## config.mk

```make
export PLATFORM = sky130hd
export DESIGN_NAME = trs_cordic_cell
export DESIGN_NICKNAME = d
export VERILOG_FILES = /design/src/design/trs_pkg.sv /design/src/design/trs_cordic_cell.sv
export SDC_FILE = /design/constraint.sdc
export NUM_CORES = 1
export LEC_CHECK = 0
export ABC_AREA = 1
export BUFFER_PORTS_ARGS = -buffer_cell sky130_fd_sc_hd__buf_4
export CORE_AREA = 8 8 387 389
export CTS_BUF_LIST = sky130_fd_sc_hd__clkbuf_4 sky130_fd_sc_hd__clkbuf_8 sky130_fd_sc_hd__clkbuf_16
export CTS_CLUSTER_SIZE = 20
export DETAILED_ROUTE_END_ITERATION = 10
export DIE_AREA = 0 0 395 397
export PLACE_DENSITY_LB_ADDON = 0.25
export RECOVER_POWER = 25
export SYNTH_ARGS = -nofsm -noshare
export SYNTH_HDL_FRONTEND = slang
export SYNTH_SLANG_ARGS = --single-unit
```

## constraint.sdc

```tcl
create_clock -name clk -period 6.58 [get_ports clk]
set_clock_uncertainty 0.2 [all_clocks]
set_input_delay 1.316 -clock clk [delete_from_list [all_inputs] [get_ports clk]]
set_output_delay 1.316 -clock clk [all_outputs]
set_load 0.02 [all_outputs]
```

## src/design/trs_pkg.sv

```systemverilog
// ----------------------------------------------------------------------------
// trs_pkg
// Shared types, constants and the arctangent table for the model-matrix
// composer (CORDIC lanes, carried payload).
// ----------------------------------------------------------------------------
package trs_pkg;

  // cordic datapath widths (x, y in Q4.30, z as phase with 2^32 a full turn)
  localparam int CW         = 34;
  localparam int ZW         = 34;
  localparam int NUM_STEPS  = 30;
  localparam int NUM_LANES  = 3;

  localparam logic signed [CW-1:0] CORDIC_GAIN  = CW'(652032874);
  localparam logic signed [ZW-1:0] QUARTER_TURN = ZW'(64'sd1073741824);
  localparam logic signed [ZW-1:0] HALF_TURN    = ZW'(64'sd2147483648);

  // lane index of each angle
  localparam int LANE_X = 0;
  localparam int LANE_Y = 1;
  localparam int LANE_Z = 2;

  typedef struct packed {
    logic signed [CW-1:0] x;
    logic signed [CW-1:0] y;
    logic signed [ZW-1:0] z;
    logic                 neg;
  } lane_t;

  // fields that ride along with the angles
  typedef struct packed {
    logic [31:0] pos_x;
    logic [31:0] pos_y;
    logic [31:0] pos_z;
    logic [31:0] scale_x;
    logic [31:0] scale_y;
    logic [31:0] scale_z;
  } pay_t;

  // arctangent of 2^-i in turns, scaled by 2^32
  function automatic logic [31:0] atan_lut(input int idx);
    logic [31:0] v;
    case (idx)
      0:  v = 32'h20000000;
      1:  v = 32'h12E4051E;
      2:  v = 32'h09FB385B;
      3:  v = 32'h051111D4;
      4:  v = 32'h028B0D43;
      5:  v = 32'h0145D7E1;
      6:  v = 32'h00A2F61E;
      7:  v = 32'h00517C55;
      8:  v = 32'h0028BE53;
      9:  v = 32'h00145F2F;
      10: v = 32'h000A2F98;
      11: v = 32'h000517CC;
      12: v = 32'h00028BE6;
      13: v = 32'h000145F3;
      14: v = 32'h0000A2FA;
      15: v = 32'h0000517D;
      16: v = 32'h000028BE;
      17: v = 32'h0000145F;
      18: v = 32'h00000A30;
      19: v = 32'h00000518;
      20: v = 32'h0000028C;
      21: v = 32'h00000146;
      22: v = 32'h000000A3;
      23: v = 32'h00000051;
      24: v = 32'h00000029;
      25: v = 32'h00000014;
      26: v = 32'h0000000A;
      27: v = 32'h00000005;
      28: v = 32'h00000003;
      29: v = 32'h00000001;
      default: v = 32'h00000000;
    endcase
    return v;
  endfunction

endpackage

```

## src/design/trs_cordic_cell.sv

```systemverilog
// ----------------------------------------------------------------------------
// trs_cordic_cell
// One CORDIC micro-rotation for all three angle lanes, registered, with the
// carried payload handed on to the next cell.
// ----------------------------------------------------------------------------
module trs_cordic_cell #(
  parameter int STEP = 0
) (
  input  logic             clk,
  input  logic             rst_n,
  input  logic             en,
  input  logic             vld_in,
  input  trs_pkg::lane_t   lane_in  [trs_pkg::NUM_LANES],
  input  trs_pkg::pay_t    pay_in,
  output logic             vld_out,
  output trs_pkg::lane_t   lane_out [trs_pkg::NUM_LANES],
  output trs_pkg::pay_t    pay_out
);

  localparam logic signed [trs_pkg::ZW-1:0] ATAN =
    $signed({{(trs_pkg::ZW-32){1'b0}}, trs_pkg::atan_lut(STEP)});

  logic           vld_r;
  trs_pkg::lane_t lane_r   [trs_pkg::NUM_LANES];
  trs_pkg::lane_t lane_nxt [trs_pkg::NUM_LANES];
  trs_pkg::pay_t  pay_r;

  // rotate toward zero residual phase
  always_comb begin
    for (int i = 0; i < trs_pkg::NUM_LANES; i++) begin
      lane_nxt[i].neg = lane_in[i].neg;
      if (lane_in[i].z >= 0) begin
        lane_nxt[i].x = lane_in[i].x - (lane_in[i].y >>> STEP);
        lane_nxt[i].y = lane_in[i].y + (lane_in[i].x >>> STEP);
        lane_nxt[i].z = lane_in[i].z - ATAN;
      end else begin
        lane_nxt[i].x = lane_in[i].x + (lane_in[i].y >>> STEP);
        lane_nxt[i].y = lane_in[i].y - (lane_in[i].x >>> STEP);
        lane_nxt[i].z = lane_in[i].z + ATAN;
      end
    end
  end

  // valid flag
  always_ff @(posedge clk) begin
    if (!rst_n) begin
      vld_r <= 1'b0;
    end else if (en) begin
      vld_r <= vld_in;
    end
  end

  // lane and payload registers
  always_ff @(posedge clk) begin
    if (en) begin
      lane_r <= lane_nxt;
      pay_r  <= pay_in;
    end
  end

  assign vld_out  = vld_r;
  assign lane_out = lane_r;
  assign pay_out  = pay_r;

endmodule

```

==> metrics.csv, run 1 <==
stage,metric,value,unit
timing,rsz0062_at_grt,false,
drt,wl_per_cell,23.33,um
logic_synthesis,synthFlopType,edfxtp_1,
power_and_ir_drop,powerDensity,235.0,nW/um^2
placed_design,place.gp.congestion,0.9688,
worst_hold_path,hp-class,reg2reg,
worst_setup_path,cp_cell_sequence,clkbuf_2 > buf_4,
logic_synthesis,yosys.cell_types.count,46,
global_route,top_usage_layer,met2,
clock_tree,clock_path_buffers,3,
drt,drc,0,
clock_tree,cts_hold_buf,0,
worst_setup_path,slowest_delay,2080,ps
die,dieArea,156800,um^2
global_route,grt_overflow,0,
cells_and_area,drive_gt1_share,19.28,%
die,start_util,25.74,%
job,cap_violations,1,
outcome,outcome,finished with violations,
placed_design,dp_hpwl,153200,um
outcome,violations,"max-capacitance violations, max-slew violations",
cells_and_area,multi_input_area,19110,um^2
die,core,144200,um^2
clock_tree,cts_inserted_buffers,66,
global_route,grtUsageTotal,21.72,%
logic_synthesis,synth.net_count,5606,
logic_synthesis,seq_area_frac_synth,40.35,%
worst_setup_path,crit_type,in2reg,
logic_synthesis,postSynthAreaPerCell,7.768,um^2
timing,fin_crit_sh,65.82,%
drt,routed_wl,179900,um
logic_synthesis,async_flop_share,0,%
clock_tree,htree_levels,3,
power_and_ir_drop,power,0.01138,W
power_and_ir_drop,irDropWorstVdd,0.2020,mV
logic_synthesis,ys_warn_count,0,
die,ios,1007,
cells_and_area,fillCellCount,15377,
drt,ant_nets,0,
timing,worstMarginPinSlew,3084,ps
drt,viasPerCell,4.826,
logic_synthesis,synth_edf_count,498,
worst_setup_path,cp_max_fo,103,
timing,setup_viol,0,
global_route,grt_pass1_wl,253200,um
worst_setup_path,cp_num_buf_inv,2,
timing,max_freq,230.9,MHz
global_route,grt_use_met1,28.79,%
clock_tree,postCtsResizedCells,0,
timing,hold_violations,0,
worst_setup_path,end_kind,register,
timing,fin_setup_tns,0,ps
drt,drt_pass1_iterations,6,
clock_tree,path_clk_slew,60,ps
global_route,grt_max_degree,120,
timing,slew_viol_final,101,
placed_design,io_buffers,1006,
timing,layout_min_cycle_time,4331,ps
global_route,use_met2,35.69,%
global_route,first_global_vias,35934,
cells_and_area,fin_nets,6568,
worst_setup_path,path_delay_family,buffers and inverters,
cells_and_area,regArea,14970,um^2
logic_synthesis,netlist_area,37110,um^2
clock_tree,clkLatencyLatePin,660,ps
worst_setup_path,start_kind,input port,
global_route,grt.met3_usage,4.773,%
logic_synthesis,synth_cells,4777,
die,die_x,395,um
power_and_ir_drop,p_leak,22.62,nW
clock_tree,clock_sinks,499,
clock_tree,postCtsSetupRepairBufs,0,
timing,slew_headroom,-105.6,%
die,std_cell_rows,140,
worst_setup_path,slowest_stage,clkbuf_2,
clock_tree,cts_tree,done,
die,die_h,397,um
worst_setup_path,cp.required,6670,ps
drt,drt_iter0_markers,3127,
global_route,antenna_found_initial,26,
cells_and_area,synthToLayoutAreaGrowth,30.43,%
drt,num_vias,37203,
worst_setup_path,cp.arrival,4420,ps
logic_synthesis,ys_ff_latch,499,
clock_tree,cts_root_buf,clkbuf_16,
power breakdown:
| group | total, W | switching [W] | internal (W) |
|---|---|---|---|
| logic | 0.00364 | 0.00243 | 0.00121 |
| registers | 0.00409 | 0.000156 | 0.00393 |
| clock network | 0.00364 | 0.00154 | 0.00210 |
| total | 0.0114 | 0.00413 | 0.00724 |
per-layer routing:
metal | share of wire [%] | vias up | wire (um)
met5 | 0.038 | - | 69
met4 | 2.7 | 10 | 4900
met3 | 7.4 | 232 | 13250
met2 | 46 | 1542 | 82840
met1 | 44 | 17693 | 78790
li1 | - | 17726 | -
cell usage after synthesis (all sizes together), types with 29 or more instances:
library cell | number | share of area (%)
nand2 | 1272 | 13
nand4 | 31 | 0.52
xor2 | 115 | 2.7
edfxtp | 498 | 40
nor3 | 49 | 0.71
nand3 | 440 | 6.0
nor2 | 449 | 4.6
o21bai | 34 | 0.69
a21oi | 374 | 5.1
ha | 312 | 11
inv | 622 | 6.3
o21ai | 318 | 4.4
a21o | 29 | 0.59
buf | 110 | 1.8
worst paths after layout:
| path | from | to | slack, ps | cells past startpoint |
|---|---|---|---|---|
| setup / recovery | en | pay_out[121]$_DFFE_PP_ | 2250 | 2 |
| hold reg to reg | vld_out$_SDFFE_PN0P_ | vld_out$_SDFFE_PN0P_ | 340 | 2 |
| setup reg to reg | vld_out$_SDFFE_PN0P_ | vld_out$_SDFFE_PN0P_ | 5730 | 2 |
| hold / removal | vld_out$_SDFFE_PN0P_ | vld_out$_SDFFE_PN0P_ | 340 | 2 |
state kept, by name, indices dropped and copies added, names as in the netlist:
register	flops
pay_out	192
lane_out	306
vld_out	1
per-stage QoR:
step	area [um^2]	utilization (%)	std cells	hold WS, ps	setup WS (ps)
after global routing	48390	33.56	7704	378.0	2006
after detailed placement	46540	32.28	7588	328.2	1929
after floorplan	37110	-	4777	405.5	3162
after global placement	46540	32.28	7588	324.5	1991
after CTS	48700	33.78	7701	340.3	2671
final	48400	33.57	7709	343.1	2249
cell usage in the layout, fill, tap and decap left out, types with 5 or more instances in the layout:
cell       Yosys  final
nand2_1     1262   1262
buf_4         46    729
inv_1        617    617
edfxtp_1     498    498
nand3_1      433    433
nor2_1       436    433
a21oi_1      371    371
ha_1         312    312
o21ai_0      277    277
clkbuf_4       0    221
xor2_1       115    115
clkbuf_1      16     83
clkbuf_16      0     66
nor3_1        45     45
o21bai_1      34     34
nand4_1       31     31
o21ai_1       30     29
a21o_1        29     29
nor4_1        19     18
nor2_2        13     13
o211ai_1      13     13
fa_1          12     12
o21ai_2       11      9
o21a_1         9      9
nand2_2        9      9
diode_2        0      8
clkinv_2       0      8
clkinv_1       0      8
a31oi_1        7      7
nand3_2        7      7
nand3b_1       6      6
a21boi_0       6      6
or2_0          6      6
inv_2          5      5
or2_2          5      5
layout make-up:
cell class / instances / area share (%)
repair buffers: 1022 / 15.30
diodes: 8 / 0.04136
clock inverters: 30 / 0.7833
multi-input cells: 3528 / 39.48
flip-flops and latches: 499 / 30.94
well taps: 1917 / 4.956
clock buffers: 83 / 3.676
inverters: 622 / 4.824
logic make-up (layout without fill, tap and decap cells):
family          Yosys count  after routing  share of synthesized area (%)
flops                   499            499                          40.35
other cells               0              8                              0
compound gates          795            795                          11.56
fa+ha+maj               324            324                          11.17
xor+xnor                118            118                          2.785
buf+inv                 750           1757                          8.325
simple gates           2291           2291                          25.81
No activity file was read; power rests on OpenSTA's default activity.
==> inputs of run 2 (changes only) <==
==> constraint.sdc (replaced) <==
create_clock -name clk -period 3.89 [get_ports clk]
set_clock_uncertainty 0.2 [all_clocks]
set_input_delay 0.778 -clock clk [delete_from_list [all_inputs] [get_ports clk]]
set_output_delay 0.778 -clock clk [all_outputs]
set_load 0.02 [all_outputs]
==> run 2 against run 1 <==
The flow still finishes with violations (max-capacitance violations, max-slew violations). Power up 68%. Global-route usage increased by 0.20 points. Largest power group unchanged. Largest cell class unchanged. Worst setup slack lost 1300 ps. Highest routed layer unchanged. Cell count increased by 0.61%. Critical path type unchanged. Worst hold slack lost 240 ps.
==> metrics.csv, run 2 (synthesized netlist as in run 1, its figures left out) <==
stage,metric,value,unit,change
outcome,outcome,finished with violations,,unchanged
outcome,violations,"max-capacitance violations, max-slew violations",,unchanged
job,cap_violations,1,,unchanged
drt,drt_pass1_iterations,7,,was 6
drt,routed_wl,182700,um,was 179900 um
worst_setup_path,reg2reg_slack,3050,ps,was 5730 ps
clock_tree,clkLatencyLatePin,650,ps,was 660 ps
worst_hold_path,hold_depth,1,,was 2
worst_setup_path,cp.required,4080,ps,was 6670 ps
cells_and_area,instances_no_fill,7756,,was 7709
power_and_ir_drop,pwr-share-clk,30.8,%,was 32.0%
power_and_ir_drop,irDropWorstVdd,0.3401,mV,was 0.2020 mV
power_and_ir_drop,p_seq_share,36.2,%,was 35.9%
cells_and_area,layout_common_cells,"nand2_1, buf_4, inv_1",,unchanged
power_and_ir_drop,combinationalPowerShare,32.9,%,was 32.0%
die,core,144200,um^2,unchanged
clock_tree,cts_tree,done,,unchanged
power_and_ir_drop,p_sw_share,36.84,%,was 36.32%
clock_tree,cts_root_buf,clkbuf_16,,unchanged
timing,holdWs,101.3,ps,was 343.1 ps
die,die_x,395,um,unchanged
clock_tree,htree_levels,2,,was 3
worst_setup_path,rr_endpoint,vld_out$_SDFFE_PN0P_,,unchanged
worst_setup_path,crit_type,in2reg,,unchanged
die,start_util,25.74,%,unchanged
cells_and_area,fillCellCount,15377,,unchanged
global_route,first_global_vias,36455,,was 35934
global_route,grt_overflow,0,,unchanged
clock_tree,cts_inserted_buffers,60,,was 66
timing,rsz0062_at_grt,false,,unchanged
timing,layout_min_cycle_time,2925,ps,
power_and_ir_drop,p_sw,0.007036,W,was 0.004132 W
drt,num_vias,37712,,was 37203
worst_hold_path,hp-start,pay_in[38],,was vld_out$_SDFFE_PN0P_
timing,fin_crit_sh,75.20,%,
cells_and_area,layout_commonest_cell,nand2_1,,unchanged
global_route,grtUsageTotal,21.92,%,was 21.72%
power_and_ir_drop,powerDensity,392.7,nW/um^2,was 235.0 nW/um^2
clock_tree,path_clk_slew,60,ps,about the same
worst_setup_path,end_kind,register,,unchanged
timing,max_freq,341.9,MHz,
die,ios,1007,,unchanged
timing,slew_viol_final,61,,was 101
timing,fin_setup_tns,0,ps,unchanged
die,std_cell_rows,140,,unchanged
global_route,antenna_found_initial,24,,was 26
clock_tree,postCtsResizedCells,0,,unchanged
drt,wl_per_cell,23.55,um,was 23.33 um
clock_tree,clock_sinks,499,,unchanged
cells_and_area,fin_util,33.74,%,was 33.57%
cells_and_area,drive_gt1_share,19.50,%,was 19.28%
timing,hold_violations,0,,unchanged
global_route,grt_pass1_wl,257500,um,was 253200 um
power_and_ir_drop,p_leak,22.73,nW,was 22.62 nW
worst_setup_path,r2r-start,vld_out$_SDFFE_PN0P_,,unchanged
die,dieArea,156800,um^2,unchanged
clock_tree,clock_path_buffers,3,,unchanged
global_route,grt_max_degree,71,,was 120
worst_setup_path,reg2reg_depth,2,,unchanged
power_and_ir_drop,power,0.01910,W,was 0.01138 W
worst_setup_path,start_kind,input port,,unchanged
timing,worstMarginPinSlew,2350,ps,was 3084 ps
timing,setup_viol,0,,unchanged
worst_hold_path,holdPathEnd,pay_out[38]$_DFFE_PP_,,was vld_out$_SDFFE_PN0P_
cells_and_area,synthToLayoutAreaGrowth,31.07,%,was 30.43%
worst_setup_path,cp.arrival,3120,ps,was 4420 ps
cells_and_area,largest_reg_flops,306,,unchanged
placed_design,io_buffers,1006,,unchanged
die,die_h,397,um,unchanged
drt,viasPerCell,4.862,,was 4.826
drt,ant_nets,0,,unchanged
power_and_ir_drop,p_int,0.01206,W,was 0.007244 W
drt,drt_iter0_markers,3457,,was 3127
timing,slew_headroom,-56.64,%,was -105.6%
placed_design,dp_cells,7631,,was 7588
placed_design,dp_hpwl,155900,um,was 153200 um
worst_setup_path,cp_max_fo,11,,was 103
worst_hold_path,hp-class,in2reg,,was reg2reg
placed_design,place.gp.congestion,0.9956,,was 0.9688
cells_and_area,fin_nets,6608,,was 6568
drt,drc,0,,unchanged
run 2: critical path, cell delays in order:
cell and delay, ps:
buf_4 110, inv_1 40, ha_1 480, a21oi_1 520
o21ai_0 210, nand2_1 120, nand3b_1 170, xor2_1 180
o21ai_0 500
run 2: stage by stage:
step | worst slack [ps] | instance area (um^2)
after floorplan | 1010 | 37110
after global placement | 360.4 | 46920
after detailed placement | 343.6 | 46920
after CTS | 1063 | 49000
after global routing | 829.4 | 48630
final | 964.8 | 48640
run 2: area by class of cell:
| class | count | area [um^2] | area share [%] |
|---|---|---|---|
| Timing Repair Buffer | 1068 | 7760 | 15.95 |
| Tap cell | 1917 | 2399 | 4.932 |
| Clock inverter | 49 | 498.0 | 1.024 |
| Antenna cell | 8 | 20.02 | 0.04116 |
| Sequential cell | 499 | 14970 | 30.79 |
| Multi-Input combinational cell | 3528 | 19100 | 39.27 |
| Inverter | 622 | 2335 | 4.800 |
| Clock buffer | 65 | 1551 | 3.190 |
run 2: timing repair:
action | 4_1_cts | 5_1_grt
hold endpoints to repair | 3 | 0
setup buffers | 0 | 0
hold buffers | 3 | 0
run 2: layer usage:
layer,track usage (%),up-vias,share of wire [%]
met1,29.64,18046,44
met5,0,-,0.022
met4,5.279,6,2.7
li1,-,17823,-
met3,4.234,211,7.3
met2,36.07,1626,46
run 2: power groups by stage:
stage | clock, W | sequential (W) | combinational, W
after CTS | 0.00609 | 0.00692 | 0.00632
after detailed placement | 0 | 0.00703 | 0.00629
after global placement | 0 | 0.00702 | 0.00629
after floorplan | 0 | 0.00765 | 0.00259
after global routing | 0.00625 | 0.00696 | 0.00677
final | 0.00589 | 0.00692 | 0.00629
run 2: worst max path at each step:
stage	start	endpoint	slack, ps
final	lane_in[142]	lane_out[149]$_DFFE_PP_	960
after global routing	en	pay_out[59]$_DFFE_PP_	830
after CTS	lane_in[137]	lane_out[173]$_DFFE_PP_	1060
after detailed placement	lane_in[137]	lane_out[173]$_DFFE_PP_	340
after global placement	lane_in[137]	lane_out[181]$_DFFE_PP_	360
after floorplan	lane_in[34]	lane_out[34]$_DFFE_PP_	1010
